==> src/sv/lcdmw_pkg.sv <==
// Shared types and constants of the LCD memory-write pixel engine.
// No dependencies; compiled first.
package lcdmw_pkg;

	// Frame store size
	localparam int unsigned STORE_ROWS = 320;
	localparam int unsigned STORE_COLS = 240;

	localparam int unsigned ADDR_W  = 9;
	localparam int unsigned CHAN_W  = 8;
	localparam int unsigned HELD_W  = 6;
	localparam int unsigned CFG_IDX_W  = 3;
	localparam int unsigned CFG_DATA_W = 9;

	// Input item function codes
	typedef enum logic [1:0] {
		FUNC_START = 2'd0,
		FUNC_CONT  = 2'd1,
		FUNC_OTHER = 2'd2,
		FUNC_DATA  = 2'd3
	} func_t;

	// Pixel format codes; anything else is 18 bpp
	localparam logic [2:0] FMT_12BPP = 3'd3;
	localparam logic [2:0] FMT_16BPP = 3'd5;

	// Register indexes
	localparam logic [CFG_IDX_W-1:0] REG_X_START      = 3'd0;
	localparam logic [CFG_IDX_W-1:0] REG_X_END        = 3'd1;
	localparam logic [CFG_IDX_W-1:0] REG_Y_START      = 3'd2;
	localparam logic [CFG_IDX_W-1:0] REG_Y_END        = 3'd3;
	localparam logic [CFG_IDX_W-1:0] REG_SWAP_XY      = 3'd4;
	localparam logic [CFG_IDX_W-1:0] REG_COL_REVERSE  = 3'd5;
	localparam logic [CFG_IDX_W-1:0] REG_ROW_REVERSE  = 3'd6;
	localparam logic [CFG_IDX_W-1:0] REG_PIXEL_FORMAT = 3'd7;

	typedef struct packed {
		logic [ADDR_W-1:0] x_start;
		logic [ADDR_W-1:0] x_end;
		logic [ADDR_W-1:0] y_start;
		logic [ADDR_W-1:0] y_end;
		logic              swap_xy;
		logic              col_reverse;
		logic              row_reverse;
		logic [2:0]        pixel_format;
	} cfg_t;

	// Control from the pixel assembler to the address walker
	typedef struct packed {
		logic load;    // write-start command transfer
		logic advance; // pixel finished
	} addr_ctl_t;

	// Status from the address walker
	typedef struct packed {
		logic              in_store;
		logic [ADDR_W-1:0] row;
		logic [ADDR_W-1:0] col;
	} addr_stat_t;

endpackage

==> src/sv/lcdmw_if.sv <==
// Valid/ready channel interfaces for the byte stream and the pixel stream.
// Depends on lcdmw_pkg.
interface lcdmw_in_if;
	logic                         valid;
	logic                         ready;
	logic [1:0]                   func;
	logic [lcdmw_pkg::CHAN_W-1:0] data_byte;

	modport source(output valid, output func, output data_byte, input ready);
	modport sink(input valid, input func, input data_byte, output ready);
endinterface

interface lcdmw_out_if;
	logic                         valid;
	logic                         ready;
	logic [lcdmw_pkg::ADDR_W-1:0] row;
	logic [lcdmw_pkg::CHAN_W-1:0] col;
	logic [lcdmw_pkg::CHAN_W-1:0] red;
	logic [lcdmw_pkg::CHAN_W-1:0] green;
	logic [lcdmw_pkg::CHAN_W-1:0] blue;

	modport source(output valid, output row, output col, output red, output green,
		output blue, input ready);
	modport sink(input valid, input row, input col, input red, input green,
		input blue, output ready);
endinterface

==> src/sv/lcdmw_cfg_regs.sv <==
// Configuration register file: window, orientation and pixel format.
// Depends on lcdmw_pkg.
module lcdmw_cfg_regs (
	input  logic                              clk,
	input  logic                              arst_n,
	input  logic                              we,
	input  logic [lcdmw_pkg::CFG_IDX_W-1:0]   index,
	input  logic [lcdmw_pkg::CFG_DATA_W-1:0]  wdata,
	output lcdmw_pkg::cfg_t                   cfg
);
	import lcdmw_pkg::*;

	cfg_t cfg_q;

	always_ff @(posedge clk or negedge arst_n) begin
		if (!arst_n) begin
			cfg_q.x_start      <= 9'd0;
			cfg_q.x_end        <= 9'd239;
			cfg_q.y_start      <= 9'd0;
			cfg_q.y_end        <= 9'd319;
			cfg_q.swap_xy      <= 1'b0;
			cfg_q.col_reverse  <= 1'b1;
			cfg_q.row_reverse  <= 1'b0;
			cfg_q.pixel_format <= 3'd6;
		end else if (we) begin
			case (index)
				REG_X_START:      cfg_q.x_start      <= wdata;
				REG_X_END:        cfg_q.x_end        <= wdata;
				REG_Y_START:      cfg_q.y_start      <= wdata;
				REG_Y_END:        cfg_q.y_end        <= wdata;
				REG_SWAP_XY:      cfg_q.swap_xy      <= wdata[0];
				REG_COL_REVERSE:  cfg_q.col_reverse  <= wdata[0];
				REG_ROW_REVERSE:  cfg_q.row_reverse  <= wdata[0];
				REG_PIXEL_FORMAT: cfg_q.pixel_format <= wdata[2:0];
				default: ;
			endcase
		end
	end

	assign cfg = cfg_q;

endmodule

==> src/sv/lcdmw_assembler.sv <==
// Pixel assembler: pixel mode, byte phase and held channel fields; widens
// finished pixels to 8 bits per channel. Depends on lcdmw_pkg.
module lcdmw_assembler (
	input  logic                           clk,
	input  logic                           arst_n,
	input  logic                           step,
	input  logic [1:0]                     func,
	input  logic [lcdmw_pkg::CHAN_W-1:0]   data_byte,
	input  lcdmw_pkg::cfg_t                cfg,
	output lcdmw_pkg::addr_ctl_t           ctl,
	output logic [lcdmw_pkg::CHAN_W-1:0]   red,
	output logic [lcdmw_pkg::CHAN_W-1:0]   green,
	output logic [lcdmw_pkg::CHAN_W-1:0]   blue
);
	import lcdmw_pkg::*;

	logic              writing_q, writing_n;
	logic [1:0]        phase_q, phase_n;
	logic [HELD_W-1:0] first_q, second_q, third_q;
	logic [HELD_W-1:0] first_n, second_n, third_n;
	logic              done;
	logic [HELD_W-1:0] second_16;

	function automatic logic [CHAN_W-1:0] widen5(input logic [4:0] c);
		return {c, c[4:2]};
	endfunction

	function automatic logic [CHAN_W-1:0] widen6(input logic [5:0] c);
		return {c, c[5:4]};
	endfunction

	assign second_16 = second_q | {3'b000, data_byte[7:5]};

	always_comb begin
		writing_n = writing_q;
		phase_n   = phase_q;
		first_n   = first_q;
		second_n  = second_q;
		third_n   = third_q;
		done      = 1'b0;
		red       = '0;
		green     = '0;
		blue      = '0;
		case (func_t'(func))
			FUNC_START, FUNC_CONT: begin
				writing_n = 1'b1;
				phase_n   = 2'd0;
			end
			FUNC_OTHER: begin
				writing_n = 1'b0;
				phase_n   = 2'd0;
			end
			default: begin
				if (writing_q) begin
					phase_n = phase_q + 2'd1;
					case (cfg.pixel_format)
						FMT_16BPP: begin
							if (phase_q == 2'd0) begin
								first_n  = {1'b0, data_byte[7:3]};
								second_n = {data_byte[2:0], 3'b000};
							end else if (phase_q == 2'd1) begin
								second_n = second_16;
								third_n  = {1'b0, data_byte[4:0]};
								phase_n  = 2'd0;
								done     = 1'b1;
								red      = widen5(data_byte[4:0]);
								green    = widen6(second_16);
								blue     = widen5(first_q[4:0]);
							end
						end
						FMT_12BPP: begin
							if (phase_q == 2'd0) begin
								first_n  = {2'b00, data_byte[7:4]};
								second_n = {2'b00, data_byte[3:0]};
							end else if (phase_q == 2'd1) begin
								third_n = {2'b00, data_byte[7:4]};
								first_n = {2'b00, data_byte[3:0]};
								done    = 1'b1;
								red     = widen5({data_byte[7:4], 1'b0});
								green   = widen6({second_q[3:0], 2'b00});
								blue    = widen5({first_q[3:0], 1'b0});
							end else if (phase_q == 2'd2) begin
								second_n = {2'b00, data_byte[7:4]};
								third_n  = {2'b00, data_byte[3:0]};
								phase_n  = 2'd0;
								done     = 1'b1;
								red      = widen5({data_byte[3:0], 1'b0});
								green    = widen6({data_byte[7:4], 2'b00});
								blue     = widen5({first_q[3:0], 1'b0});
							end
						end
						default: begin
							if (phase_q == 2'd0) begin
								first_n = data_byte[7:2];
							end else if (phase_q == 2'd1) begin
								second_n = data_byte[7:2];
							end else if (phase_q == 2'd2) begin
								third_n = data_byte[7:2];
								phase_n = 2'd0;
								done    = 1'b1;
								red     = widen6(data_byte[7:2]);
								green   = widen6(second_q);
								blue    = widen6(first_q);
							end
						end
					endcase
				end
			end
		endcase
	end

	always_ff @(posedge clk or negedge arst_n) begin
		if (!arst_n) begin
			writing_q <= 1'b0;
			phase_q   <= 2'd0;
			first_q   <= '0;
			second_q  <= '0;
			third_q   <= '0;
		end else if (step) begin
			writing_q <= writing_n;
			phase_q   <= phase_n;
			first_q   <= first_n;
			second_q  <= second_n;
			third_q   <= third_n;
		end
	end

	assign ctl.load    = step && (func_t'(func) == FUNC_START);
	assign ctl.advance = step && done;

endmodule

==> src/sv/lcdmw_addr_walk.sv <==
// Address walker: row/column address registers stepping through the window,
// with reversal, wrap and exhaustion. Depends on lcdmw_pkg.
module lcdmw_addr_walk (
	input  logic                   clk,
	input  logic                   arst_n,
	input  lcdmw_pkg::cfg_t        cfg,
	input  lcdmw_pkg::addr_ctl_t   ctl,
	output lcdmw_pkg::addr_stat_t  stat
);
	import lcdmw_pkg::*;

	logic [ADDR_W-1:0] row_q, col_q, row_n, col_n;
	logic              exh_q, exh_n;
	logic [ADDR_W-1:0] row_step;
	logic [7:0]        col_step;
	logic              win_ok;

	assign row_step = cfg.row_reverse ? row_q - 9'd1 : row_q + 9'd1;
	assign col_step = cfg.col_reverse ? col_q[7:0] - 8'd1 : col_q[7:0] + 8'd1;
	assign win_ok   = cfg.y_start <= cfg.y_end;

	always_comb begin
		row_n = row_q;
		col_n = col_q;
		exh_n = exh_q;
		if (ctl.load) begin
			row_n = cfg.swap_xy ? cfg.x_start : cfg.y_start;
			col_n = cfg.swap_xy ? cfg.y_start : cfg.x_start;
			exh_n = 1'b0;
		end else if (ctl.advance && !exh_q) begin
			if (cfg.swap_xy) begin
				// rows walk first
				if (row_q == cfg.x_end) begin
					if (col_q == cfg.y_end && win_ok) begin
						exh_n = 1'b1;
					end else begin
						row_n = cfg.x_start;
						col_n = {1'b0, col_step};
					end
				end else begin
					row_n = row_step;
				end
			end else begin
				if (col_q == cfg.x_end) begin
					if (row_q == cfg.y_end && win_ok) begin
						exh_n = 1'b1;
					end else begin
						col_n = cfg.x_start;
						row_n = row_step;
					end
				end else if (!col_q[8]) begin
					// column at 256 or above sticks until reloaded
					col_n = {1'b0, col_step};
				end
			end
		end
	end

	always_ff @(posedge clk or negedge arst_n) begin
		if (!arst_n) begin
			row_q <= '0;
			col_q <= '0;
			exh_q <= 1'b0;
		end else begin
			row_q <= row_n;
			col_q <= col_n;
			exh_q <= exh_n;
		end
	end

	assign stat.in_store = !exh_q && ({1'b0, row_q} < 10'(STORE_ROWS))
		&& ({1'b0, col_q} < 10'(STORE_COLS));
	assign stat.row = row_q;
	assign stat.col = col_q;

endmodule

==> src/sv/lcd_memory_write_pixel_engine_top.sv <==
// Top level of the LCD memory-write pixel engine: input register, assembler,
// address walker and result register. Depends on lcdmw_pkg, lcdmw_if and submodules.
//
// Takes one command or data byte per cycle and turns the memory-write stream
// into addressed 8-bit-per-channel pixels. Each transfer on pix_in is held in
// an input register and processed, once the result register is free or being
// read, by a single pass of shallow logic; a finished pixel inside the 320x240
// store lands in the result register and from there appears on pix_out.
// Throughput is one byte per cycle while pix_out is ready; the result register
// is the only point of back-pressure. Configuration writes take effect for the
// next byte and are meant to be issued while idle.
module lcd_memory_write_pixel_engine_top (
	input  logic                              clk,
	input  logic                              arst_n,
	lcdmw_in_if.sink                          pix_in,
	lcdmw_out_if.source                       pix_out,
	input  logic                              cfg_we,
	input  logic [lcdmw_pkg::CFG_IDX_W-1:0]   cfg_index,
	input  logic [lcdmw_pkg::CFG_DATA_W-1:0]  cfg_data
);
	import lcdmw_pkg::*;

	cfg_t       cfg;
	addr_ctl_t  ctl;
	addr_stat_t stat;

	logic              valid_s1;
	logic [1:0]        func_s1;
	logic [CHAN_W-1:0] byte_s1;
	logic              step;
	logic [CHAN_W-1:0] red, green, blue;

	logic              out_valid_q;
	logic [ADDR_W-1:0] row_q;
	logic [CHAN_W-1:0] col_q, red_q, green_q, blue_q;

	assign step         = valid_s1 && (!out_valid_q || pix_out.ready);
	assign pix_in.ready = !valid_s1 || step;

	always_ff @(posedge clk or negedge arst_n) begin
		if (!arst_n) begin
			valid_s1 <= 1'b0;
		end else if (pix_in.valid && pix_in.ready) begin
			valid_s1 <= 1'b1;
		end else if (step) begin
			valid_s1 <= 1'b0;
		end
	end

	always_ff @(posedge clk) begin
		if (pix_in.valid && pix_in.ready) begin
			func_s1 <= pix_in.func;
			byte_s1 <= pix_in.data_byte;
		end
	end

	lcdmw_cfg_regs u_cfg (
		.clk    (clk),
		.arst_n (arst_n),
		.we     (cfg_we),
		.index  (cfg_index),
		.wdata  (cfg_data),
		.cfg    (cfg)
	);

	lcdmw_assembler u_asm (
		.clk       (clk),
		.arst_n    (arst_n),
		.step      (step),
		.func      (func_s1),
		.data_byte (byte_s1),
		.cfg       (cfg),
		.ctl       (ctl),
		.red       (red),
		.green     (green),
		.blue      (blue)
	);

	lcdmw_addr_walk u_addr (
		.clk    (clk),
		.arst_n (arst_n),
		.cfg    (cfg),
		.ctl    (ctl),
		.stat   (stat)
	);

	// result register; address is sampled before the walker steps
	always_ff @(posedge clk or negedge arst_n) begin
		if (!arst_n) begin
			out_valid_q <= 1'b0;
		end else if (ctl.advance && stat.in_store) begin
			out_valid_q <= 1'b1;
		end else if (pix_out.ready) begin
			out_valid_q <= 1'b0;
		end
	end

	always_ff @(posedge clk) begin
		if (ctl.advance && stat.in_store) begin
			row_q   <= stat.row;
			col_q   <= stat.col[7:0];
			red_q   <= red;
			green_q <= green;
			blue_q  <= blue;
		end
	end

	assign pix_out.valid = out_valid_q;
	assign pix_out.row   = row_q;
	assign pix_out.col   = col_q;
	assign pix_out.red   = red_q;
	assign pix_out.green = green_q;
	assign pix_out.blue  = blue_q;

endmodule

==> src/flat_wrapper.sv <==
// flat-port wrapper written by rule: the top's interface ports become plain ports
module lcd_memory_write_pixel_engine_top_flat import lcdmw_pkg::*;
  (clk, arst_n, cfg_we, cfg_index, cfg_data, pix_in_valid, pix_in_func, pix_in_data_byte, pix_in_ready, pix_out_valid, pix_out_row, pix_out_col, pix_out_red, pix_out_green, pix_out_blue, pix_out_ready);
  lcdmw_in_if pix_in_i ();
  lcdmw_out_if pix_out_i ();
  input  logic clk;
  input  logic arst_n;
  input  logic cfg_we;
  input  logic [lcdmw_pkg::CFG_IDX_W-1:0] cfg_index;
  input  logic [lcdmw_pkg::CFG_DATA_W-1:0] cfg_data;
  input wire logic [$bits(pix_in_i.valid)-1:0] pix_in_valid;
  input wire logic [$bits(pix_in_i.func)-1:0] pix_in_func;
  input wire logic [$bits(pix_in_i.data_byte)-1:0] pix_in_data_byte;
  output wire logic [$bits(pix_in_i.ready)-1:0] pix_in_ready;
  output wire logic [$bits(pix_out_i.valid)-1:0] pix_out_valid;
  output wire logic [$bits(pix_out_i.row)-1:0] pix_out_row;
  output wire logic [$bits(pix_out_i.col)-1:0] pix_out_col;
  output wire logic [$bits(pix_out_i.red)-1:0] pix_out_red;
  output wire logic [$bits(pix_out_i.green)-1:0] pix_out_green;
  output wire logic [$bits(pix_out_i.blue)-1:0] pix_out_blue;
  input wire logic [$bits(pix_out_i.ready)-1:0] pix_out_ready;
  assign pix_in_i.valid = pix_in_valid;
  assign pix_in_i.func = pix_in_func;
  assign pix_in_i.data_byte = pix_in_data_byte;
  assign pix_in_ready = pix_in_i.ready;
  assign pix_out_valid = pix_out_i.valid;
  assign pix_out_row = pix_out_i.row;
  assign pix_out_col = pix_out_i.col;
  assign pix_out_red = pix_out_i.red;
  assign pix_out_green = pix_out_i.green;
  assign pix_out_blue = pix_out_i.blue;
  assign pix_out_i.ready = pix_out_ready;
  lcd_memory_write_pixel_engine_top u_core (.clk(clk), .arst_n(arst_n), .pix_in(pix_in_i), .pix_out(pix_out_i), .cfg_we(cfg_we), .cfg_index(cfg_index), .cfg_data(cfg_data));
endmodule
==> config.mk <==
export PLATFORM = sky130hd
export DESIGN_NAME = lcd_memory_write_pixel_engine_top_flat
export DESIGN_NICKNAME = d
export VERILOG_FILES = /design/src/sv/lcdmw_pkg.sv /design/src/sv/lcdmw_if.sv /design/src/sv/lcdmw_cfg_regs.sv /design/src/sv/lcdmw_assembler.sv /design/src/sv/lcdmw_addr_walk.sv /design/src/sv/lcd_memory_write_pixel_engine_top.sv /design/src/flat_wrapper.sv
export SDC_FILE = /design/constraint.sdc
export NUM_CORES = 1
export LEC_CHECK = 0
export ABC_AREA = 1
export BUFFER_PORTS_ARGS = -buffer_cell sky130_fd_sc_hd__buf_2
export CELL_PAD_IN_SITES_DETAIL_PLACEMENT = 1
export CELL_PAD_IN_SITES_GLOBAL_PLACEMENT = 1
export CORE_AREA = 2 2 158 121
export DETAILED_ROUTE_END_ITERATION = 10
export DIE_AREA = 0 0 160 123
export GPL_ROUTABILITY_DRIVEN = 0
export PLACE_DENSITY_LB_ADDON = 0.1
export SYNTH_ARGS = -nofsm -noshare
export SYNTH_HDL_FRONTEND = slang
export SYNTH_HIERARCHICAL = 1
export SYNTH_SLANG_ARGS = --single-unit
==> constraint.sdc <==
create_clock -name clk -period 6.4 [get_ports clk]
set_input_delay 0.64 -clock clk [delete_from_list [all_inputs] [get_ports clk]]
set_output_delay 0.64 -clock clk [all_outputs]
set_load 0.02 [all_outputs]
## Word level (Yosys, flattened, before mapping)

Cells that the tools add are included.

| storage, ports and cells | value |
|---|---|
| logic and storage cells | 201 |
| output and inout port bits | 43 |
| flip-flop bits (word level) | 129 |
| bits of input ports | 27 |

| operators by class | value |
|---|---|
| add/sub/neg operators | 5 |
| muxes and demuxes | 89 |
| bitwise logic cells | 3 |
| order comparisons | 3 |
| equal/unequal tests | 29 |
| reductions and logical operators | 47 |

Operators by type and width:

| operator | count |
|---|---|
| $mux 8 | 25 |
| $mux 9 | 18 |
| $mux 6 | 11 |
| $pmux 8 s2 | 3 |
| $eq 9x9->1 | 4 |
| $pmux 6 s2 | 2 |
| $mux 1 | 20 |
| $reduce_and 2->1 | 10 |
| $mux 2 | 8 |
| $eq 3x3->1 const B | 5 |
| $reduce_bool 2->1 | 7 |
| $logic_and 1x1->1 | 10 |
| $reduce_and 5->1 | 2 |
| $add 9x1->9 const B | 1 |
| $eq 3x2->1 const B | 3 |
| $le 9x9->1 | 1 |
| $lt 9x8->1 const B | 1 |
| $lt 9x9->1 const B | 1 |
| $ne 3x2->1 const B | 3 |
| $ne 3x3->1 const B | 3 |
| $reduce_bool 3->1 | 3 |
| $sub 9x1->9 const B | 1 |
| $add 8x1->8 const B | 1 |
| $reduce_and 4->1 | 2 |
| 22 further kinds | 31 |

## Logic depth before layout (Yosys ltp)

Gate-level depths: netlist (run 1).

| logic depth | value |
|---|---|
| depth in word-level cells | 11 |
| gate-level depth with buffers | 15 |
| gate-level depth less buffers | 15 |

## By module

Netlist (run 1), hierarchy kept.

Modules (own cells, without submodules):

| module | area an instance (um2) | sequential area each (um2) | instances | cells each |
|---|---|---|---|---|
| lcdmw_addr_walk | 2907.8 | 475.5 | 1 | 476 |
| lcdmw_assembler | 1780.5 | 375.4 | 1 | 319 |
| lcdmw_cfg_regs | 1720.4 | 1072.3 | 1 | 198 |
| lcd_memory_write_pixel_engine_top | 1632.8 | 1581.5 | 1 | 64 |

## Least setup slack after synthesis (run 1)

No wires, ideal clock.

| timing | value |
|---|---|
| path type | in2reg |
| start | in pix_out_ready |
| end | reg u_core.blue_q[0], in the netlist u_core/pix_out.blue[0], enable pin |
| library setup time | 396 ps |
| data arrival time | 2244 ps |
| buffers on the path | 0 |
| stages on the path | 8 |
| required time | 6004 ps |
| slack | 3761 ps |
| path through | inv_1 -> a21boi_0 -> inv_1 -> nor2_2 -> o21ai_0 -> nor2_1 -> nand2_1 -> inv_1 |

RTL lines:

| element | line | source |
|---|---|---|
| from (decl) | flat_wrapper.sv:21 | `input wire logic [$bits(pix_out_i.ready)-1:0] pix_out_ready;` |
| to (signal assigned) | lcd_memory_write_pixel_engine_top.sv:104 | `blue_q <= blue;` |
| to (decl) | lcd_memory_write_pixel_engine_top.sv:35 | `logic [CHAN_W-1:0] col_q, red_q, green_q, blue_q;` |

## Final worst setup path (run 1)

| timing | value |
|---|---|
| start | reg u_core.u_asm.phase_q[0] |
| end | reg u_core.blue_q[1], in the netlist u_core/pix_out.blue[1] (data pin) |

| between the ends | value |
|---|---|
| word-level cells in the longest chain between the ends | 5 |
| elaborated cells on any way between the ends | 12 |
| classes of those cells | eq/ne: 2; mux: 9; reduce/logical: 1 |

Ends and longest elaborated chain:

| element | line | source |
|---|---|---|
| from (decl) | lcdmw_assembler.sv:18 | `logic [1:0] phase_q, phase_n;` |
| from (signal assigned) | lcdmw_assembler.sv:121 | `phase_q <= phase_n;` |
| $eq 2x2->1 | lcdmw_assembler.sv:82, lcdmw_assembler.sv:97 |  |
| $mux 8 (on tied branches) | lcdmw_assembler.sv:97, lcdmw_assembler.sv:82 |  |
| $mux 8 (on tied branches) | lcdmw_assembler.sv:95, lcdmw_assembler.sv:75 |  |
| $mux 8 (on tied branches) | lcdmw_assembler.sv:93, lcdmw_assembler.sv:72 |  |
| $pmux 8 s2 * | lcdmw_assembler.sv:56 | `case (cfg.pixel_format)` |

Mark *: on every way between the ends. The rest lies on a longest branch, timed or not.
A chain may end at the register's enable or synchronous reset.

==> results of run 1 <==
-- per-stage QoR --
stage | power, mW | area [sq um] | util (%) | setup WS (ns) | hold slack (ns)
after CTS | 3.37 | 9110 | 50.1 | 3.23 | 0.189
after global placement | 2.41 | 8570 | 47.1 | 3.14 | 0.454
final | 3.38 | 9110 | 50.1 | 3.14 | 0.179
after detailed placement | 2.45 | 8570 | 47.1 | 3.15 | 0.462
after global routing | 3.60 | 9110 | 50.1 | 2.98 | 0.221
after floorplan | 2.07 | 8040 | - | 3.76 | 0.344
-- worst register-to-register path, stage by stage, from the launching register on --
cell and delay, ns:
dfrtp_1 0.40, inv_1 0.13, ha_1 0.72, inv_1 0.48
nand2_1 0.39, clkinv_1 0.42, nand2_1 0.18, nand2_1 0.10
nand2_1 0.11, nor2_1 0.06
-- routing by layer --
layer  GRT usage, %  vias to the layer above
met3           5.60                       20
met5              0                        -
met4           7.49                        0
li1               -                     3545
met1           42.7                     3691
met2           38.1                      270
-- path summary, 6_finish.rpt --
path / startpoint / end / slack (ns) / cells past startpoint
hold / removal: arst_n / u_core/u_addr/col_q[1] / 0.18 / 1
hold reg to reg: u_core/u_cfg/cfg[41] / u_core/u_cfg/cfg[41] / 0.48 / 2
min in group clk: pix_in_data_byte[3] / u_core/byte_s1[3] / 0.39 / 1
max in group asynchronous: arst_n / u_core/u_cfg/cfg[1] / 5.26 / 2
setup reg to reg: u_core/u_asm/phase_q[0] / u_core/pix_out.blue[1] / 3.14 / 9
setup / recovery: u_core/u_asm/phase_q[0] / u_core/pix_out.blue[1] / 3.14 / 9
-- cell usage after synthesis, types with 2 or more instances --
cell      count  area, sq um
o21bai_1      3         22.5
nand3b_1      3         22.5
nor2_4        9          101
clkbuf_1      8         30.0
nand2_4       2         22.5
buf_6         2         22.5
inv_1        94          353
nand3_1     104          521
dfrtp_1      61         1530
o21a_1        3         22.5
ha_1         26          325
nand2_2       6         37.5
edfxtp_1     51         1530
xor2_1       11         96.3
nor3_1        5         25.0
nor2_1       59          221
dfstp_2      17          447
nand4_1       8         50.1
nand2_1     403         1510
buf_2        10         50.1
a21oi_1      43          215
a21oi_2       2         17.5
nand3_2       5         50.1
buf_4         7         52.6
fa_1          2         40.0
o211ai_1      5         37.5
inv_2         6         22.5
o22ai_1       5         31.3
o21ai_1       2         10.0
o21ai_0      49          245
xnor2_1      19          166
nor2_2       12         75.1
-- state kept, by name, indices dropped and copies added (netlist names), 2 cells and up --
register and cells:
u_core/pix_out.row 9, u_core/func_s1 2, u_core/pix_out.green 8, u_core/u_addr/row_q 9, u_core/pix_out.col 8, u_core/pix_out.blue 8, u_core/u_asm/phase_q 2, u_core/byte_s1 8
u_core/u_asm/first_q 6, u_core/u_asm/second_q 6, u_core/u_addr/col_q 9, u_core/u_cfg/cfg 42, u_core/pix_out.red 8
-- layout make-up --
| cell class | count | share of cell area [%] |
|---|---|---|
| flip-flops and latches | 129 | 38.5 |
| well taps | 247 | 3.39 |
| clock buffers | 18 | 4.71 |
| inverters | 102 | 4.26 |
| multi-input cells | 798 | 43.9 |
| repair buffers | 72 | 4.07 |
| clock inverters | 14 | 1.22 |
-- logic make-up after synthesis --
logic type | after synthesis | share of synthesized area (%)
AOI/OAI and AO/OA | 117 | 8.06
buffers and inverters | 130 | 6.80
DFF | 129 | 43.6
xor gates and xnor gates | 31 | 3.47
adders and majority gates | 28 | 4.54
and+or+nand+nor | 622 | 33.5
-- power breakdown --
group / switching, mW / internal (mW)
sequential: 0.289 / 1.03
clock: 0.392 / 0.499
combinational: 0.740 / 0.427
total: 1.42 / 1.96
==> metrics, run 1 <==
synthesized net count 1112; number of buffers created by CTS 17; CTS tree built; placeable core region about 18000 sq um; detailed-routing wirelength on met1 13500 um; clock buffer depth 2; FF+latch area between 3000 and 4000 sq um; Clock Root Buffer clkbuf_16; vias in the first global route 7141; slowest cell delay on critical path 0.72 ns; met2 WL post-DR about 10000 um; crit path launch type flop; combined buffer and inverter count along the critical path 3; number of failing setup endpoints in the final timing report 0; metal3 WL 1830 um; final-layout fill cell count 2298; CP Max Fanout 21; most used cell, CP nand2_1; RSZ-0062 raised after global routing no; async set-reset flop share out of synthesis 60.5%; iteration-0 DRC count of the detailed router 621; insertion delay to the later sink of the worst-skew pair 0.43 ns; floorplan die area slightly below 20000 sq um; clock transition at the registers of the reported paths roughly 0.060 ns; number of placed instances with taps included 1348; mean number of vias per cell 5.45; Post-CTS Setup Bufs 0; DRC violations left 0; number of distinct library cell variants in the gate-level netlist after synthesis 47; cell with the biggest individual delay on the critical path ha_1; WP data arrival ~3.4 ns; number of ports placed on the die boundary 70; Post-Synthesis Cell Area approximately 8000 sq um; highest layer used for signal routing met4; count of buffers from port buffering 69; CP Capture Type flop; depth of the CTS H-tree 4; Max Cap Viol 0; starting utilization of the core area about 44%; fraction of final layout cells with drive strength greater than 1 14.7%; global-route wire length before repair 40800 um; commonest non-fill, non-tap cells in the layout nand2_1 (403), nand3_1 (104), inv_1 (94), buf_2 (68), dfrtp_1 (61); final non-filler cell total 1380; proportion of synthesized chip area in sequential cells 43.6%; most common cell after layout, fill and taps aside nand2_1; final worst path period share 50.9%; setup_tns 0 ns; number of failing hold endpoints at the final stage 0; synthesized area per cell between 7 and 8 sq um; final worst clock skew 0.00904 ns; number of synthesized register bits 129; DIE WIDTH approximately 160 um; global routing usage summed across all routing layers ~27%; post-layout net count 1175; max-slew violations 0; Ys Warns 6; Cell Pwr Density 371 nW/um^2; Antenna diodes 0; remaining number of nets flagged by the antenna check after routing 0; global route overflow 0; peak supply drop 159 uV; Final HPWL DP 19500 um; initial antenna violation count 0; data required time at the worst endpoint ~6.6 ns; area taken by multi-input logic gates 4000 sq um; Die Height 123 um; shortest clock period the worst path allows after layout 3.26 ns; number of flops mapped to enable cells by yosys 51; standard-cell row count 43; total via count after detailed routing 7526; cell count after synthesis between 1000 and 1500; crit-path cells inv_1, ha_1, inv_1, nand2_1, clkinv_1, nand2_1, nand2_1, nand2_1, nor2_1; cell family contributing the most delay on the critical path buffers and inverters; pin count of the biggest net entering global routing 42; number of sinks on the clock net between 100 and 150; result of the run completed; number of iterations in the first detailed-routing pass 5; achievable clock frequency 0.307 GHz; area growth from synthesis to final layout 13.3%; static power due to leakage about 4.3 nW; dominant synthesized flop cell dfrtp_1; post-detailed-routing wire length 26000 um; class of the worst hold path in2async; hold buffer count at cts 0; detailed-route wire length per cell 18.8 um; post-cts repair resize count 0; max_slew headroom a little over a third; classification of the worst setup path reg2reg; transition at the pin with the smallest max-transition slack 0.958 ns
Power figures use the tool's default switching activity.
==> run 2, diff against run 1 <==
--- a/config.mk
+++ b/config.mk
@@ -9,9 +9,9 @@
 export BUFFER_PORTS_ARGS = -buffer_cell sky130_fd_sc_hd__buf_2
 export CELL_PAD_IN_SITES_DETAIL_PLACEMENT = 1
 export CELL_PAD_IN_SITES_GLOBAL_PLACEMENT = 1
-export CORE_AREA = 2 2 158 121
+export CORE_AREA = 2 2 167 128
 export DETAILED_ROUTE_END_ITERATION = 10
-export DIE_AREA = 0 0 160 123
+export DIE_AREA = 0 0 169 130
 export GPL_ROUTABILITY_DRIVEN = 0
 export PLACE_DENSITY_LB_ADDON = 0.1
 export SYNTH_ARGS = -nofsm -noshare
==> constraint.sdc (replaced) <==
create_clock -name clk -period 2.7 [get_ports clk]
set_input_delay 0.27 -clock clk [delete_from_list [all_inputs] [get_ports clk]]
set_output_delay 0.27 -clock clk [all_outputs]
set_load 0.02 [all_outputs]
==> metrics, run 2 (synthesis results as in run 1) <==
floorplan die area 22000 sq um; detailed-route wire length per cell 19.7 um; fraction of met3 tracks used by global routing under 10%; max reg flops 42; iteration-0 DRC count of the detailed router 632; Final HPWL DP 21100 um; global-route wire length before repair 43400 um; initial antenna violation count 0; global route overflow 0; insertion delay to the later sink of the worst-skew pair 0.42 ns; first element of the critical path u_core/u_cfg/cfg[3]; post-cts repair resize count 0; CTS tree built; share of the core filled with cells 45.6%; power share of the combinational group 35.1%; Net Sw Frac 40.7%; shortest clock period the worst path allows after layout about 2.4 ns; fraction of power consumed by the clock network approximately 29%; hold buffer count at cts 0; GR met1 Demand/Resource 43.4%; Die Height 130 um; result of the run completed; peak supply drop 380 uV; achievable clock frequency 0.412 GHz; DRC violations left 0; CP Capture Type flop; number of sinks on the clock net about 130; number of buffers created by CTS 17; largest register by flop count u_core/u_cfg/cfg; max-slew violations 0; count of cells along the worst register-to-register path 12; area growth from synthesis to final layout 16.9%; number of failing hold endpoints at the final stage 0; setup slack of the most critical reg-to-reg path 0.28 ns; number of failing setup endpoints in the final timing report 0; Clock Root Buffer clkbuf_16; net switching power figure 3.48 mW; crit path launch type flop; WP data arrival approximately 2.8 ns; placement-stage worst setup slack 0.349 ns; sequential share of power 36.2%; number of ports placed on the die boundary 70; placeable core region between 20000 and 25000 sq um; launching point of the worst reg2reg path u_core/u_cfg/cfg[3]; max_slew headroom approximately a third; transition at the pin with the smallest max-transition slack 0.994 ns; post-detailed-routing wire length approximately 28000 um; clock transition at the registers of the reported paths 0.06 ns; classification of the worst setup path reg2reg; clock buffer depth 2; fraction of final layout cells with drive strength greater than 1 16.5%; Post-CTS Setup Bufs 0; standard-cell row count 46; remaining number of nets flagged by the antenna check after routing 0; final-layout fill cell count 2583; PnR worst setup slack about 0.28 ns; depth of the CTS H-tree 4; mean number of vias per cell 5.28; Overall Power about 8.6 mW; CP Max Fanout 7; total via count after detailed routing 7500; final worst clock skew ~0.0097 ns; vias in the first global route 7377; Cell Pwr Density 911 nW/um^2; number of iterations in the first detailed-routing pass 7; worst r2r dst u_core/u_addr/row_q[8]; post-layout net count ~1200; most common cell after layout, fill and taps aside nand2_1; setup_tns 0 ns; Antenna diodes 0; global routing usage summed across all routing layers 26.5%; Internal Dissipation just over 5 mW; commonest non-fill, non-tap cells in the layout nand2_1 (403), nand3_1 (104), inv_1 (93), buf_2 (68), dfrtp_1 (61); data required time at the worst endpoint approximately 3 ns; DIE WIDTH 169 um; RSZ-0062 raised after global routing no; starting utilization of the core area 39.0%; met2 demand-to-capacity share in global routing 35.8%; class of the worst hold path in2async; final worst path period share around nine tenths; static power due to leakage roughly 4.4 nW; pin count of the biggest net entering global routing 74; Max Cap Viol 0; worst hold slack after final layout 0.00224 ns; most utilized layer in the global route result met1; count of buffers from port buffering 69
==> run 2: worst max path at each step <==
stage / endpoint / slack (ns)
after CTS: u_core/u_addr/row_q[8] / 0.33
after floorplan: u_core/pix_out.blue[0] / 0.19
after global placement: u_core/u_addr/col_q[7] / 0.42
after detailed placement: u_core/u_addr/col_q[3] / 0.35
after global routing: u_core/u_addr/row_q[8] / 0.11
final: u_core/u_addr/row_q[8] / 0.28
==> run 2: metal layers <==
metal	wire [um]	vias up
li1	-	3597
met1	15200	3644
met2	10600	242
met3	1920	17
met4	235	0
met5	0	-
==> run 2: layout make-up <==
| class | count | area (sq um) | area share (%) |
|---|---|---|---|
| flip-flops and latches | 129 | 3500 | 37.3 |
| repair buffers | 95 | 556 | 5.91 |
| clock buffers | 20 | 468 | 4.98 |
| multi-input cells | 798 | 4000 | 42.5 |
| inverters | 102 | 388 | 4.13 |
| well taps | 264 | 330 | 3.51 |
| clock inverters | 12 | 158 | 1.68 |
==> run 2: power groups by stage <==
stage | Sequential (mW) | Combinational (mW) | Clock (mW)
2_1_floorplan | 2.81 | 2.09 | 0
3_3_place_gp | 3.11 | 2.85 | 0
3_5_place_dp | 3.11 | 2.91 | 0
4_1_cts | 3.08 | 2.96 | 2.51
5_1_grt | 3.14 | 3.36 | 2.59
6_report | 3.10 | 3.00 | 2.46
==> run 2: worst max-delay path: stages (launching register included) <==
cell     delay [ns]
dfrtp_1        0.55
inv_1          0.13
fa_1           0.49
o21ai_0        0.23
buf_4          0.18
nand2_1        0.07
nand2_1        0.07
nand2_1        0.05
nand2_1        0.06
nor2_1         0.05
o21ai_1        0.31
nand2_1        0.11
nand2_1        0.07
==> run 2: metrics by stage <==
step | instance area, sq um | std cells
2_1_floorplan | 8040 | 1057
3_3_place_gp | 8770 | 1388
3_5_place_dp | 8770 | 1388
4_1_cts | 9400 | 1420
5_1_grt | 9400 | 1420
6_report | 9400 | 1420
==> run 3, diff against run 2 <==
--- a/config.mk
+++ b/config.mk
@@ -9,12 +9,11 @@
 export BUFFER_PORTS_ARGS = -buffer_cell sky130_fd_sc_hd__buf_2
 export CELL_PAD_IN_SITES_DETAIL_PLACEMENT = 1
 export CELL_PAD_IN_SITES_GLOBAL_PLACEMENT = 1
-export CORE_AREA = 2 2 167 128
+export CORE_AREA = 2 2 164 126
 export DETAILED_ROUTE_END_ITERATION = 10
-export DIE_AREA = 0 0 169 130
+export DIE_AREA = 0 0 166 128
 export GPL_ROUTABILITY_DRIVEN = 0
-export PLACE_DENSITY_LB_ADDON = 0.1
+export PLACE_DENSITY_LB_ADDON = 0.25
 export SYNTH_ARGS = -nofsm -noshare
 export SYNTH_HDL_FRONTEND = slang
-export SYNTH_HIERARCHICAL = 1
 export SYNTH_SLANG_ARGS = --single-unit
==> metrics, run 3 <==
result of the run completed; iteration-0 DRC count of the detailed router 475; Post-CTS Setup Bufs 0; Ys Warns 0; CP Capture Type flop; placement-stage worst setup slack 0.400 ns; fraction of final layout cells with drive strength greater than 1 13.9%; Post-Synthesis Cell Area 7710 sq um; max_slew headroom 51.1%; Final HPWL DP 18700 um; cell count after synthesis 1001; crit-path cells inv_1, ha_1, nor2_1, nand2_2, nor2_1, a221oi_1, o21ai_0, nand2_1, inv_1; max reg flops 42; setup slack of the most critical reg-to-reg path ~0.27 ns; most frequent cells after synthesis nand2_1 (321), inv_1 (142), o21ai_0 (96), nor2_1 (70), dfrtp_1 (61); final worst clock skew 0.00626 ns; Cell Pwr Density 964 nW/um^2; count of buffers from port buffering 69; dominant synthesized flop cell dfrtp_1; placeable core region 19800 sq um; cell with the biggest individual delay on the critical path a221oi_1; detailed-route wire length per cell 18.1 um; initial antenna violation count 0; data required time at the worst endpoint 2.89 ns; remaining number of nets flagged by the antenna check after routing 0; class of the worst hold path in2reg; DIE WIDTH 166 um; Max Cap Viol 0; Antenna diodes 0; max-slew violations 0; classification of the worst setup path reg2reg; share of cell area taken by muxes after synthesis 0.130%; transition at the pin with the smallest max-transition slack 0.731 ns; most common cell after layout, fill and taps aside nand2_1; slowest cell delay on critical path 0.43 ns; final worst path period share 90.1%; standard-cell row count 45; top-count cell post-synth nand2_1; setup_tns 0 ns; global route overflow 0; global-route wire length before repair 39000 um; post-detailed-routing wire length 24400 um; synthesized net count 1061; insertion delay to the later sink of the worst-skew pair ~0.43 ns; DRC violations left 0; FF+latch area ~3400 sq um; depth of the CTS H-tree 4; simple-gate area share of the yosys netlist 26.4%; cell family contributing the most delay on the critical path compound AO/OA/AOI/OAI gates; static power due to leakage 4.48 nW; Clock Root Buffer clkbuf_16; combinational family with the most area after synthesis simple AND/OR/NAND/NOR gates; synthesized-area fraction occupied by ao, oa, aoi and oai cells between 10 and 15%; area growth from synthesis to final layout 16.6%; peak supply drop 350 uV; number of buffers created by CTS 17; number of failing setup endpoints in the final timing report 0; CTS tree built; number of distinct library cell variants in the gate-level netlist after synthesis 48; number of iterations in the first detailed-routing pass 4; WP data arrival 2.62 ns; Die Height 128 um; ranking of synthesized cells by area dfrtp_1 (20%), edfxtp_1 (19%), nand2_1 (16%), inv_1 (6.9%), o21ai_0 (6.2%); crit path launch type flop; number of synthesized register bits 127; Synth top area share 19.8%; number of failing hold endpoints at the final stage 0; achievable clock frequency 0.411 GHz; number of sinks on the clock net approximately 130; fraction of synthesized cell area in xor and xnor cells roughly 3.4%; pin count of the biggest net entering global routing 79; global routing usage summed across all routing layers between 20% and 30%; largest register by flop count u_core.u_cfg.cfg; area taken by multi-input logic gates roughly 3600 sq um; shortest clock period the worst path allows after layout 2.43 ns; CP Max Fanout 10; Synth Area in Adders 5.55%; floorplan die area 21200 sq um; commonest non-fill, non-tap cells in the layout nand2_1 (321), inv_1 (142), o21ai_0 (96), nor2_1 (70), buf_2 (68); post-layout net count 1140; leading area contributor after synthesis dfrtp_1; total via count after detailed routing 6861; final-layout fill cell count 2456; RSZ-0062 raised after global routing no; combined buffer and inverter count along the critical path 2; number of flops mapped to enable cells by yosys between 40 and 50; PnR worst setup slack between 0.2 and 0.3 ns; async set-reset flop share out of synthesis 61.4%; clock transition at the registers of the reported paths 0.06 ns; clock buffer depth 2; number of ports placed on the die boundary 70; proportion of synthesized chip area in sequential cells 44.7%; vias in the first global route about 6900; mean number of vias per cell 5.08; synthesized area per cell 7.70 sq um; starting utilization of the core area 39.0%
run 3: changes by cell type in the layout (fill, tap and decap cells not counted), sizes merged, moves of 5 or more:
cell | previous run | this run
a21oi | 46 | 19
o21ai | 51 | 99
nand4 | 8 | 14
nand2 | 411 | 326
dlygate4sd3 | 0 | 5
o221ai | 0 | 5
buf | 95 | 79
nand3 | 110 | 55
a31oi | 0 | 10
ha | 26 | 31
inv | 99 | 147
run 3: where the power goes:
part           switching (mW)  internal [mW]
Clock                   0.921           1.36
Combinational            2.03           1.22
Sequential              0.696           2.44
Total                    3.65           5.02
run 3: cell families after synthesis:
family | Yosys count
mux | 1
flops | 127
compound gates | 155
buf+inv | 170
fa+ha+maj | 33
xor+xnor | 30
simple gates | 485
run 3: area by class of cell:
cell class	count	area share [%]
clock buffer	18	4.78
clock inverter	14	1.59
inverter	146	6.10
multi-input combinational	704	40.1
sequential	127	38.3
tap	258	3.59
timing repair buffer	84	5.54
run 3: metrics by stage:
step | util, % | instances | area [sq um] | power (mW) | hold WS [ns]
floorplan | - | 1001 | 7710 | 5.25 | -0.0256
global placement | 42.3 | 1314 | 8360 | 6.23 | 0.337
detailed placement | 42.3 | 1314 | 8360 | 6.36 | 0.343
CTS | 45.5 | 1351 | 8980 | 8.68 | 0.00183
global route | 45.5 | 1351 | 8980 | 9.33 | 0.00483
finish | 45.5 | 1351 | 8980 | 8.66 | 0.0151
run 3: layer usage:
metal  wire length, um  GRT usage (%)  vias up  part of all wire, %
met5                 0              0        -                    0
met4               250           5.73        0                  1.0
met3              1310           4.41       22                  5.4
met2              9660           33.3      196                   40
met1             13200           37.3     3250                   54
li1                  -              -     3393                    -
run 3: worst paths after layout:
check	startpoint	endpoint	cells after the start
min in group asynchronous	arst_n	u_core.u_asm.second_q[0]	3
hold reg to reg	u_core.u_cfg.cfg[39]	u_core.u_cfg.cfg[39]	2
hold / removal	pix_in_data_byte[3]	u_core.byte_s1[3]	1
setup reg to reg	u_core.u_asm.phase_q[1]	u_core.pix_out.red[7]	9
max in group asynchronous	arst_n	u_core.u_cfg.cfg[11]	3
setup / recovery	u_core.u_asm.phase_q[1]	u_core.pix_out.red[7]	9
run 3: repair_timing:
item / CTS / global route
endpoints found under the hold margin: 65 / 0
hold buffers: 5 / 0
endpoints found under the setup margin: 0 / 0
resized for setup: 0 / 0
run 3: worst register-to-register path, cell delays in order, from the launching register on:
cell and delay, ns:
dfrtp_1 0.41, inv_1 0.19, ha_1 0.37, nor2_1 0.13, nand2_2 0.19, nor2_1 0.11
a221oi_1 0.43, o21ai_0 0.22, nand2_1 0.11, inv_1 0.04
